`src/rtl/pbm_pkg.sv`:
```
package pbm_pkg;

    localparam int DIM_BITS       = 16;
    localparam int DEC_DIGITS     = ((DIM_BITS * 1233) >> 12) + 1;
    localparam int BCD_BITS       = DEC_DIGITS * 4;
    localparam int CONV_CNT_BITS  = $clog2(DIM_BITS);
    localparam int DIG_CNT_BITS   = (DEC_DIGITS > 1) ? $clog2(DEC_DIGITS) : 1;
    localparam int QUEUE_DEPTH    = 4;
    localparam int QUEUE_PTR_BITS = $clog2(QUEUE_DEPTH);

    localparam logic CFG_IDX_WIDTH  = 1'b0;
    localparam logic CFG_IDX_HEIGHT = 1'b1;

    localparam logic [7:0] CHAR_P    = 8'h50;
    localparam logic [7:0] CHAR_4    = 8'h34;
    localparam logic [7:0] CHAR_NL   = 8'h0a;
    localparam logic [7:0] CHAR_ZERO = 8'h30;

    typedef struct packed {
        logic                header;
        logic                data;
        logic [7:0]          data_byte;
        logic                image_last;
        logic [DIM_BITS-1:0] width;
        logic [DIM_BITS-1:0] height;
    } t_job;

    typedef enum logic [3:0] {
        S_IDLE,
        S_CONV,
        S_MAG_P,
        S_MAG_4,
        S_NL1,
        S_WDIG,
        S_NL2,
        S_HDIG,
        S_NL3,
        S_DATA
    } t_back_state;

    function automatic logic [BCD_BITS-1:0] bcd_adjust(input logic [BCD_BITS-1:0] v);
        logic [BCD_BITS-1:0] r;
        r = v;
        for (int i = 0; i < DEC_DIGITS; i++) begin
            if (v[4*i +: 4] >= 4'd5) begin
                r[4*i +: 4] = v[4*i +: 4] + 4'd3;
            end
        end
        return r;
    endfunction

endpackage

```
`src/rtl/pbm_front.sv`:
```
module pbm_front
    import pbm_pkg::*;
(
    input  logic                i_clk,
    input  logic                i_rst_n,
    input  logic                i_pix_valid,
    output logic                o_pix_ready,
    input  logic                i_pixel_bit,
    input  logic [DIM_BITS-1:0] i_image_width,
    input  logic [DIM_BITS-1:0] i_image_height,
    input  logic                i_queue_full,
    output logic                o_job_push,
    output t_job                o_job
);

    logic                r_header_done;
    logic [DIM_BITS-1:0] r_col;
    logic [DIM_BITS-1:0] r_row;
    logic [7:0]          r_pack;

    logic                accept;
    logic [2:0]          pos;
    logic [7:0]          n_pack;
    logic                row_end;
    logic                image_end;
    logic                emit_data;

    assign o_pix_ready = !i_queue_full;
    assign accept      = i_pix_valid && !i_queue_full;
    assign pos         = r_col[2:0];
    assign n_pack      = r_pack | (8'({7'b0, i_pixel_bit}) << (3'd7 - pos));
    assign row_end     = ({1'b0, r_col} + 1'b1) >= {1'b0, i_image_width};
    assign image_end   = row_end && (({1'b0, r_row} + 1'b1) >= {1'b0, i_image_height});
    assign emit_data   = (pos == 3'd7) || row_end;

    assign o_job_push       = accept && (!r_header_done || emit_data);
    assign o_job.header     = !r_header_done;
    assign o_job.data       = emit_data;
    assign o_job.data_byte  = n_pack;
    assign o_job.image_last = image_end;
    assign o_job.width      = i_image_width;
    assign o_job.height     = i_image_height;

    always_ff @(posedge i_clk) begin
        if (!i_rst_n) begin
            r_header_done <= 1'b0;
            r_col         <= '0;
            r_row         <= '0;
            r_pack        <= '0;
        end else if (accept) begin
            r_header_done <= 1'b1;
            r_pack        <= emit_data ? 8'h00 : n_pack;
            if (row_end) begin
                r_col <= '0;
                if (image_end) begin
                    r_row         <= '0;
                    r_header_done <= 1'b0;
                end else begin
                    r_row <= r_row + 1'b1;
                end
            end else begin
                r_col <= r_col + 1'b1;
            end
        end
    end

endmodule

```
`src/rtl/pbm_queue.sv`:
```
module pbm_queue
    import pbm_pkg::*;
(
    input  logic i_clk,
    input  logic i_rst_n,
    input  logic i_push,
    input  t_job i_job,
    input  logic i_pop,
    output t_job o_job,
    output logic o_full,
    output logic o_empty
);

    t_job                    r_mem [QUEUE_DEPTH];
    logic [QUEUE_PTR_BITS-1:0] r_wr_ptr;
    logic [QUEUE_PTR_BITS-1:0] r_rd_ptr;
    logic [QUEUE_PTR_BITS:0]   r_cnt;

    assign o_full  = (r_cnt == (QUEUE_PTR_BITS+1)'(QUEUE_DEPTH));
    assign o_empty = (r_cnt == '0);
    assign o_job   = r_mem[r_rd_ptr];

    always_ff @(posedge i_clk) begin
        if (i_push) begin
            r_mem[r_wr_ptr] <= i_job;
        end
    end

    always_ff @(posedge i_clk) begin
        if (!i_rst_n) begin
            r_wr_ptr <= '0;
            r_rd_ptr <= '0;
            r_cnt    <= '0;
        end else begin
            if (i_push) begin
                r_wr_ptr <= r_wr_ptr + 1'b1;
            end
            if (i_pop) begin
                r_rd_ptr <= r_rd_ptr + 1'b1;
            end
            if (i_push && !i_pop) begin
                r_cnt <= r_cnt + 1'b1;
            end else if (!i_push && i_pop) begin
                r_cnt <= r_cnt - 1'b1;
            end
        end
    end

endmodule

```
`src/rtl/pbm_back.sv`:
```
module pbm_back
    import pbm_pkg::*;
(
    input  logic       i_clk,
    input  logic       i_rst_n,
    input  logic       i_job_valid,
    input  t_job       i_job,
    output logic       o_job_pop,
    output logic       o_byte_valid,
    input  logic       i_byte_ready,
    output logic [7:0] o_out_byte,
    output logic       o_is_header,
    output logic       o_run_last,
    output logic       o_image_last
);

    t_back_state               r_state;
    t_back_state               n_state;
    t_job                      r_job;
    logic [DIM_BITS-1:0]       r_wbin;
    logic [DIM_BITS-1:0]       r_hbin;
    logic [BCD_BITS-1:0]       r_wbcd;
    logic [BCD_BITS-1:0]       r_hbcd;
    logic [CONV_CNT_BITS-1:0]  r_conv_cnt;
    logic [DIG_CNT_BITS-1:0]   r_dig_cnt;
    logic                      r_started;
    logic                      r_byte_valid;
    logic [7:0]                r_out_byte;
    logic                      r_is_header;
    logic                      r_run_last;
    logic                      r_image_last;

    logic                      slot_free;
    logic                      conv_last;
    logic                      dig_last;
    logic [3:0]                wdig;
    logic [3:0]                hdig;
    logic                      wshow;
    logic                      hshow;
    logic [BCD_BITS-1:0]       wadj;
    logic [BCD_BITS-1:0]       hadj;
    logic                      emit;
    logic                      advance;
    logic                      pop;
    logic [7:0]                emit_byte;
    logic                      emit_hdr;
    logic                      emit_run_last;
    logic                      emit_img_last;

    assign slot_free = !r_byte_valid || i_byte_ready;
    assign conv_last = (r_conv_cnt == CONV_CNT_BITS'(DIM_BITS - 1));
    assign dig_last  = (r_dig_cnt == DIG_CNT_BITS'(DEC_DIGITS - 1));
    assign wdig      = r_wbcd[BCD_BITS-1 -: 4];
    assign hdig      = r_hbcd[BCD_BITS-1 -: 4];
    assign wshow     = r_started || (wdig != 4'd0) || dig_last;
    assign hshow     = r_started || (hdig != 4'd0) || dig_last;
    assign wadj      = bcd_adjust(r_wbcd);
    assign hadj      = bcd_adjust(r_hbcd);
    assign advance   = emit ? slot_free : 1'b1;
    assign o_job_pop = pop;

    always_comb begin
        emit          = 1'b0;
        pop           = 1'b0;
        emit_byte     = CHAR_NL;
        emit_hdr      = 1'b1;
        emit_run_last = 1'b0;
        emit_img_last = 1'b0;
        unique case (r_state)
            S_IDLE: begin
                pop = i_job_valid;
            end
            S_CONV: begin
                emit = 1'b0;
            end
            S_MAG_P: begin
                emit      = 1'b1;
                emit_byte = CHAR_P;
            end
            S_MAG_4: begin
                emit      = 1'b1;
                emit_byte = CHAR_4;
            end
            S_NL1, S_NL2: begin
                emit = 1'b1;
            end
            S_WDIG: begin
                emit      = wshow;
                emit_byte = CHAR_ZERO | {4'b0, wdig};
            end
            S_HDIG: begin
                emit      = hshow;
                emit_byte = CHAR_ZERO | {4'b0, hdig};
            end
            S_NL3: begin
                emit          = 1'b1;
                emit_run_last = !r_job.data;
            end
            S_DATA: begin
                emit          = 1'b1;
                emit_byte     = r_job.data_byte;
                emit_hdr      = 1'b0;
                emit_run_last = 1'b1;
                emit_img_last = r_job.image_last;
            end
            default: begin
                emit = 1'b0;
            end
        endcase
    end

    always_comb begin
        n_state = r_state;
        unique case (r_state)
            S_IDLE: begin
                if (i_job_valid) begin
                    n_state = i_job.header ? S_CONV : S_DATA;
                end
            end
            S_CONV: begin
                if (conv_last) begin
                    n_state = S_MAG_P;
                end
            end
            S_MAG_P: begin
                if (advance) n_state = S_MAG_4;
            end
            S_MAG_4: begin
                if (advance) n_state = S_NL1;
            end
            S_NL1: begin
                if (advance) n_state = S_WDIG;
            end
            S_WDIG: begin
                if (advance && dig_last) n_state = S_NL2;
            end
            S_NL2: begin
                if (advance) n_state = S_HDIG;
            end
            S_HDIG: begin
                if (advance && dig_last) n_state = S_NL3;
            end
            S_NL3: begin
                if (advance) n_state = r_job.data ? S_DATA : S_IDLE;
            end
            S_DATA: begin
                if (advance) n_state = S_IDLE;
            end
            default: begin
                n_state = S_IDLE;
            end
        endcase
    end

    always_ff @(posedge i_clk) begin
        if (!i_rst_n) begin
            r_state      <= S_IDLE;
            r_conv_cnt   <= '0;
            r_dig_cnt    <= '0;
            r_started    <= 1'b0;
            r_byte_valid <= 1'b0;
        end else begin
            r_state <= n_state;
            if (pop) begin
                r_conv_cnt <= '0;
                r_dig_cnt  <= '0;
                r_started  <= 1'b0;
            end else if (r_state == S_CONV) begin
                r_conv_cnt <= r_conv_cnt + 1'b1;
            end else if ((r_state == S_WDIG || r_state == S_HDIG) && advance) begin
                if (dig_last) begin
                    r_dig_cnt <= '0;
                    r_started <= 1'b0;
                end else begin
                    r_dig_cnt <= r_dig_cnt + 1'b1;
                    r_started <= r_started || emit;
                end
            end
            if (emit && slot_free) begin
                r_byte_valid <= 1'b1;
            end else if (i_byte_ready) begin
                r_byte_valid <= 1'b0;
            end
        end
    end

    always_ff @(posedge i_clk) begin
        if (pop) begin
            r_job  <= i_job;
            r_wbin <= i_job.width;
            r_hbin <= i_job.height;
            r_wbcd <= '0;
            r_hbcd <= '0;
        end else if (r_state == S_CONV) begin
            r_wbin <= r_wbin << 1;
            r_hbin <= r_hbin << 1;
            r_wbcd <= {wadj[BCD_BITS-2:0], r_wbin[DIM_BITS-1]};
            r_hbcd <= {hadj[BCD_BITS-2:0], r_hbin[DIM_BITS-1]};
        end else if (r_state == S_WDIG && advance) begin
            r_wbcd <= r_wbcd << 4;
        end else if (r_state == S_HDIG && advance) begin
            r_hbcd <= r_hbcd << 4;
        end
        if (emit && slot_free) begin
            r_out_byte   <= emit_byte;
            r_is_header  <= emit_hdr;
            r_run_last   <= emit_run_last;
            r_image_last <= emit_img_last;
        end
    end

    assign o_byte_valid = r_byte_valid;
    assign o_out_byte   = r_out_byte;
    assign o_is_header  = r_is_header;
    assign o_run_last   = r_run_last;
    assign o_image_last = r_image_last;

endmodule

```
`src/rtl/pbm_p4_bitmap_encoder_unit.sv`:
```
// Pixels enter at one per cycle while the four-entry job queue has room.
// With the back end idle a data byte passes from the job queue through the back end's job
// register to the output register; the back end passes its idle and data states per byte.
// The serial back-end sequencer builds a header: it takes the job, runs the binary-to-BCD
// conversion over all DIM_BITS bits, then steps through the header bytes; leading zero
// digits are suppressed but still take a digit step, and output back-pressure stalls bytes.
// Synchronous active-low reset clears counters, queue and output valid; width and height
// reset to 1.
module pbm_p4_bitmap_encoder_unit
    import pbm_pkg::*;
(
    input  logic                i_clk,
    input  logic                i_rst_n,
    input  logic                i_cfg_we,
    input  logic                i_cfg_idx,
    input  logic [DIM_BITS-1:0] i_cfg_data,
    input  logic                i_pix_valid,
    output logic                o_pix_ready,
    input  logic                i_pixel_bit,
    output logic                o_byte_valid,
    input  logic                i_byte_ready,
    output logic [7:0]          o_out_byte,
    output logic                o_is_header,
    output logic                o_run_last,
    output logic                o_image_last
);

    logic [DIM_BITS-1:0] r_image_width;
    logic [DIM_BITS-1:0] r_image_height;
    logic [DIM_BITS-1:0] cfg_clamped;
    logic                job_push;
    logic                job_pop;
    t_job                front_job;
    t_job                queue_job;
    logic                queue_full;
    logic                queue_empty;

    assign cfg_clamped = (i_cfg_data == '0) ? DIM_BITS'(1) : i_cfg_data;

    always_ff @(posedge i_clk) begin
        if (!i_rst_n) begin
            r_image_width  <= DIM_BITS'(1);
            r_image_height <= DIM_BITS'(1);
        end else if (i_cfg_we) begin
            unique case (i_cfg_idx)
                CFG_IDX_WIDTH:  r_image_width  <= cfg_clamped;
                CFG_IDX_HEIGHT: r_image_height <= cfg_clamped;
                default:        r_image_width  <= r_image_width;
            endcase
        end
    end

    pbm_front u_front (
        .i_clk          (i_clk),
        .i_rst_n        (i_rst_n),
        .i_pix_valid    (i_pix_valid),
        .o_pix_ready    (o_pix_ready),
        .i_pixel_bit    (i_pixel_bit),
        .i_image_width  (r_image_width),
        .i_image_height (r_image_height),
        .i_queue_full   (queue_full),
        .o_job_push     (job_push),
        .o_job          (front_job)
    );

    pbm_queue u_queue (
        .i_clk   (i_clk),
        .i_rst_n (i_rst_n),
        .i_push  (job_push),
        .i_job   (front_job),
        .i_pop   (job_pop),
        .o_job   (queue_job),
        .o_full  (queue_full),
        .o_empty (queue_empty)
    );

    pbm_back u_back (
        .i_clk        (i_clk),
        .i_rst_n      (i_rst_n),
        .i_job_valid  (!queue_empty),
        .i_job        (queue_job),
        .o_job_pop    (job_pop),
        .o_byte_valid (o_byte_valid),
        .i_byte_ready (i_byte_ready),
        .o_out_byte   (o_out_byte),
        .o_is_header  (o_is_header),
        .o_run_last   (o_run_last),
        .o_image_last (o_image_last)
    );

    a_push_not_full: assert property (@(posedge i_clk) disable iff (!i_rst_n)
        job_push |-> !queue_full)
        else $error("job pushed into full queue");

    a_pop_not_empty: assert property (@(posedge i_clk) disable iff (!i_rst_n)
        job_pop |-> !queue_empty)
        else $error("job popped from empty queue");

    a_image_last_form: assert property (@(posedge i_clk) disable iff (!i_rst_n)
        (o_byte_valid && o_image_last) |-> (o_run_last && !o_is_header))
        else $error("image end flagged on a header byte or mid-transaction");

endmodule
```
`config.mk`:
```
export PLATFORM = sky130hd
export DESIGN_NAME = pbm_p4_bitmap_encoder_unit
export DESIGN_NICKNAME = d
export VERILOG_FILES = /design/src/rtl/pbm_pkg.sv /design/src/rtl/pbm_front.sv /design/src/rtl/pbm_queue.sv /design/src/rtl/pbm_back.sv /design/src/rtl/pbm_p4_bitmap_encoder_unit.sv
export SDC_FILE = /design/constraint.sdc
export NUM_CORES = 1
export LEC_CHECK = 0
export BUFFER_PORTS_ARGS = -buffer_cell sky130_fd_sc_hd__buf_4
export CELL_PAD_IN_SITES_DETAIL_PLACEMENT = 1
export CELL_PAD_IN_SITES_GLOBAL_PLACEMENT = 2
export CORE_AREA = 2 2 207 209
export DETAILED_ROUTE_END_ITERATION = 6
export DIE_AREA = 0 0 209 211
export HOLD_SLACK_MARGIN = 0.02
export PLACE_DENSITY = 0.85
export SLEW_MARGIN = 20
export SYNTH_ARGS = -nofsm -noshare
export SYNTH_HDL_FRONTEND = slang
export SYNTH_SLANG_ARGS = --single-unit
export TNS_END_PERCENT = 5
```
`constraint.sdc`:
```
create_clock -name i_clk -period 4 [get_ports i_clk]
set_input_delay 0 -clock i_clk [delete_from_list [all_inputs] [get_ports i_clk]]
set_output_delay 0 -clock i_clk [all_outputs]
set_load 0.02 [all_outputs]
```
==> results.tsv <==
metric	value	unit
status	completed	
logic gate share of total power	28.6	%
Internal	0.00861	W
H-tree depth	2	
pre-CTS setup slack	0.0194	ns
fraction of registers with async set/reset	0	%
switching fraction of total power	33.7	%
max incr delay on CP	0.40	ns
core box area	41800	sq um
chip height	211	um
P_leak	6.77	nW
clock network latency to the later pin of the worst-skew pair	0.57	ns
final period demand of the worst path	3.91	ns
synth unique cells	73	
pin count of the biggest net entering global routing	51	
row count	75	
Vias	11054	
worst-case clock buffer depth	3	
Min-Delay Path Class	input pin to flop	
final hold vios	0	
Clock Sink Count	360	
Num CTS Buffers	41	
Syn Inst Count	1403	
setup slack after layout	0.0899	ns
drt first pass iters	4	
syn nets	1492	
register area share after synthesis	58.4	%
vias in the first global route	11712	
total track usage	18.4	%
P per Cell Area	685	nW/um^2
area occupied by multi-input gates	6290	sq um
Slew headroom	33.8	%
fraction of final layout cells with drive strength greater than 1	15.9	%
worst-margin pin slew	0.991	ns
GR Overflow Total	0	
1st-iter DRT viols	719	
TritonCTS clock tree	built	
Achievable Freq	256	MHz
Setup CP Type	flop to flop	
Area growth syn-to-layout	16.9	%
GRT busiest layer	met2	
Setup TNS Final	0	ns
first-pass GRT wire length	64.1	mm
met3 Use GR	2.80	%
Syn Std Cell Area	16200	sq um
syn_area_per_cell	11.6	sq um
CP endpoint kind	flop	
GP Congestion	0.825	
initial core utilization	38.8	%
Worst path slowest cell	nor4_4	
Max Clock Skew	0.0260	ns
Worst-path clk slew	0.06	ns
met1 Usage GRT	23.0	%
number of fill cells	4427	
Worst EP arrival	4.39	ns
vias per std cell	5.39	
biggest regs	u_queue.r_mem: 172 flops, u_back.r_hbcd: 20 flops, u_back.r_wbcd: 20 flops	
clock share of power	29.6	%
CP Cell Sequence	ha_1 > nand3_4 > nor4_4 > xor2_1 > ha_1 > nand4_1 > nor4_2 > a311oi_2 > o211a_2 > a31oi_4 > ha_2 > inv_1 > fa_2 > xor2_1 > or3_1 > a21oi_2	
Buf/Inv on CP	1	
CP required	4.48	ns
DIE AREA	44100	sq um
number of synthesized register bits	360	
Reg area	9480	sq um
Switching Power	0.00438	W
Final nets	1566	
CTS root buffer	clkbuf_16	
family with the most delay on the worst path	simple AND/OR/NAND/NOR gates	
sequential share of power	41.7	%
max_cap viols	0	
initial antenna violation count	0	
largest reg by FF count	u_queue.r_mem	
Avg WL per Cell	19.6	um
GRT met2 Usage	32.1	%
DP HPWL	26.0	mm
post-route ant nets	0	
die width	209	um
Slew Limit Fails	0	
Crit Path Max Fanout	4	
Setup crit start kind	flop	
Ports	36	
synth warn	0	
max FFs per register	172	
top_reg_cell synth	edfxtp_1	
Final period util	97.8	%
Max IR drop VDD	0.316	mV
Setup violations, final	0	
drt drc	0	
Routed WL	40.2	mm
Port Buf Inserts	35	
number of enable flip-flop cells after synthesis	225	
==> layout make-up <==
class	count	share of cell area, %
sequential	360	50.0
multi-input combinational	905	33.2
clock buffer	51	5.84
timing repair buffer	101	4.64
tap	539	3.56
clock inverter	24	1.41
inverter	68	1.35
antenna	1	0.0132
==> synth_stat cells (7+ instances only) <==
cell type	count	area (sq um)
o22ai_1	7	43.8
a211oi_1	17	128
nand3_1	50	250
xor2_1	17	149
a21oi_1	110	551
a221oi_1	9	78.8
clkbuf_1	41	154
buf_1	10	37.5
and2_1	11	68.8
mux4_2	43	968
edfxtp_1	225	6760
inv_1	66	248
nand4_1	10	62.6
ha_1	65	813
dfxtp_1	135	2700
nand2_1	229	860
o21ai_0	44	220
buf_2	13	65.1
a22oi_1	7	52.6
a32o_1	8	80.1
xnor2_1	28	245
nor2_1	86	323
a31oi_1	10	62.6
or3_1	10	62.6
nor2b_1	11	68.8
nor3_1	20	100
nand2b_1	14	87.6
a22o_1	11	96.3
==> worst min-delay path, delay by kind of cell <==
| kind | cells | cell delay, ns |
|---|---|---|
| AO/OA/AOI/OAI | 1 | 0.05 |
| buffers and inverters | 1 | 0.13 |
| AND/OR/NAND/NOR | 2 | 0.42 |
==> timing repair <==
item / in CTS / in global routing
resized for setup: 0 / 31
setup buffers: 1 / 8
hold buffers: 23 / 0
hold endpoints to repair: 65 / 0
pin swaps: 1 / 18
setup endpoints to repair: 1 / 138
==> final timing paths <==
kind                                  startpoint                              to  slack, ns  cells after the start
hold reg to reg   u_front.r_row[15]$_SDFFE_PN0P_  u_front.r_row[15]$_SDFFE_PN0P_       0.45                      2
setup / recovery   u_front.r_col[0]$_SDFFE_PN0P_   u_queue.r_cnt[2]$_SDFFE_PN0P_       0.09                     16
setup reg to reg   u_front.r_col[0]$_SDFFE_PN0P_   u_queue.r_cnt[2]$_SDFFE_PN0P_       0.09                     16
hold / removal                          i_cfg_we   r_image_width[6]$_SDFFE_PN0P_        0.1                      4
==> power by group through the flow <==
| stage | logic, W | clock network (W) | registers [W] |
|---|---|---|---|
| after floorplan | 0.00263 | 0 | 0.00534 |
| after global placement | 0.00355 | 0 | 0.00544 |
| after detailed placement | 0.00368 | 0 | 0.00550 |
| after CTS | 0.00374 | 0.00391 | 0.00543 |
| after global routing | 0.00417 | 0.00406 | 0.00552 |
| final | 0.00372 | 0.00385 | 0.00542 |
==> cell usage in the layout (no fill, tap or decap), types with 43 or more instances in the layout <==
| cell | n |
|---|---|
| nor2_1 | 83 |
| nand2_1 | 229 |
| mux4_2 | 43 |
| o21ai_0 | 43 |
| clkbuf_16 | 43 |
| a21oi_1 | 109 |
| nand3_1 | 49 |
| ha_1 | 64 |
| inv_1 | 65 |
| edfxtp_1 | 225 |
| dfxtp_1 | 125 |
| buf_4 | 73 |
==> metal layers <==
layer / up-vias / part of all wire (%)
li1: 5257 / -
met3: 84 / 3.4
met5: - / 0
met1: 5526 / 43
met2: 187 / 50
met4: 0 / 3.3
==> cells by family after synthesis <==
| logic type | Yosys count | share of synthesized area (%) |
|---|---|---|
| fa+ha+maj | 66 | 5.14 |
| simple gates | 481 | 13.7 |
| compound gates | 264 | 10.5 |
| flops | 360 | 58.4 |
| xor+xnor | 45 | 2.43 |
| mux | 49 | 6.38 |
| buf+inv | 138 | 3.48 |
==> metrics by stage <==
stage / hold WS, ns / utilization [%] / total power [W] / area [sq um] / cells
after floorplan: 0.136 / - / 0.00796 / 16200 / 1403
after global placement: 0.286 / 41.1 / 0.00899 / 17200 / 1941
after detailed placement: 0.295 / 41.1 / 0.00918 / 17200 / 1941
after CTS: 0.0600 / 45.0 / 0.0131 / 18800 / 2040
after global routing: 0.123 / 45.4 / 0.0137 / 18900 / 2048
final: 0.0968 / 45.4 / 0.0130 / 18900 / 2049
(Power assumes the default switching activity.)
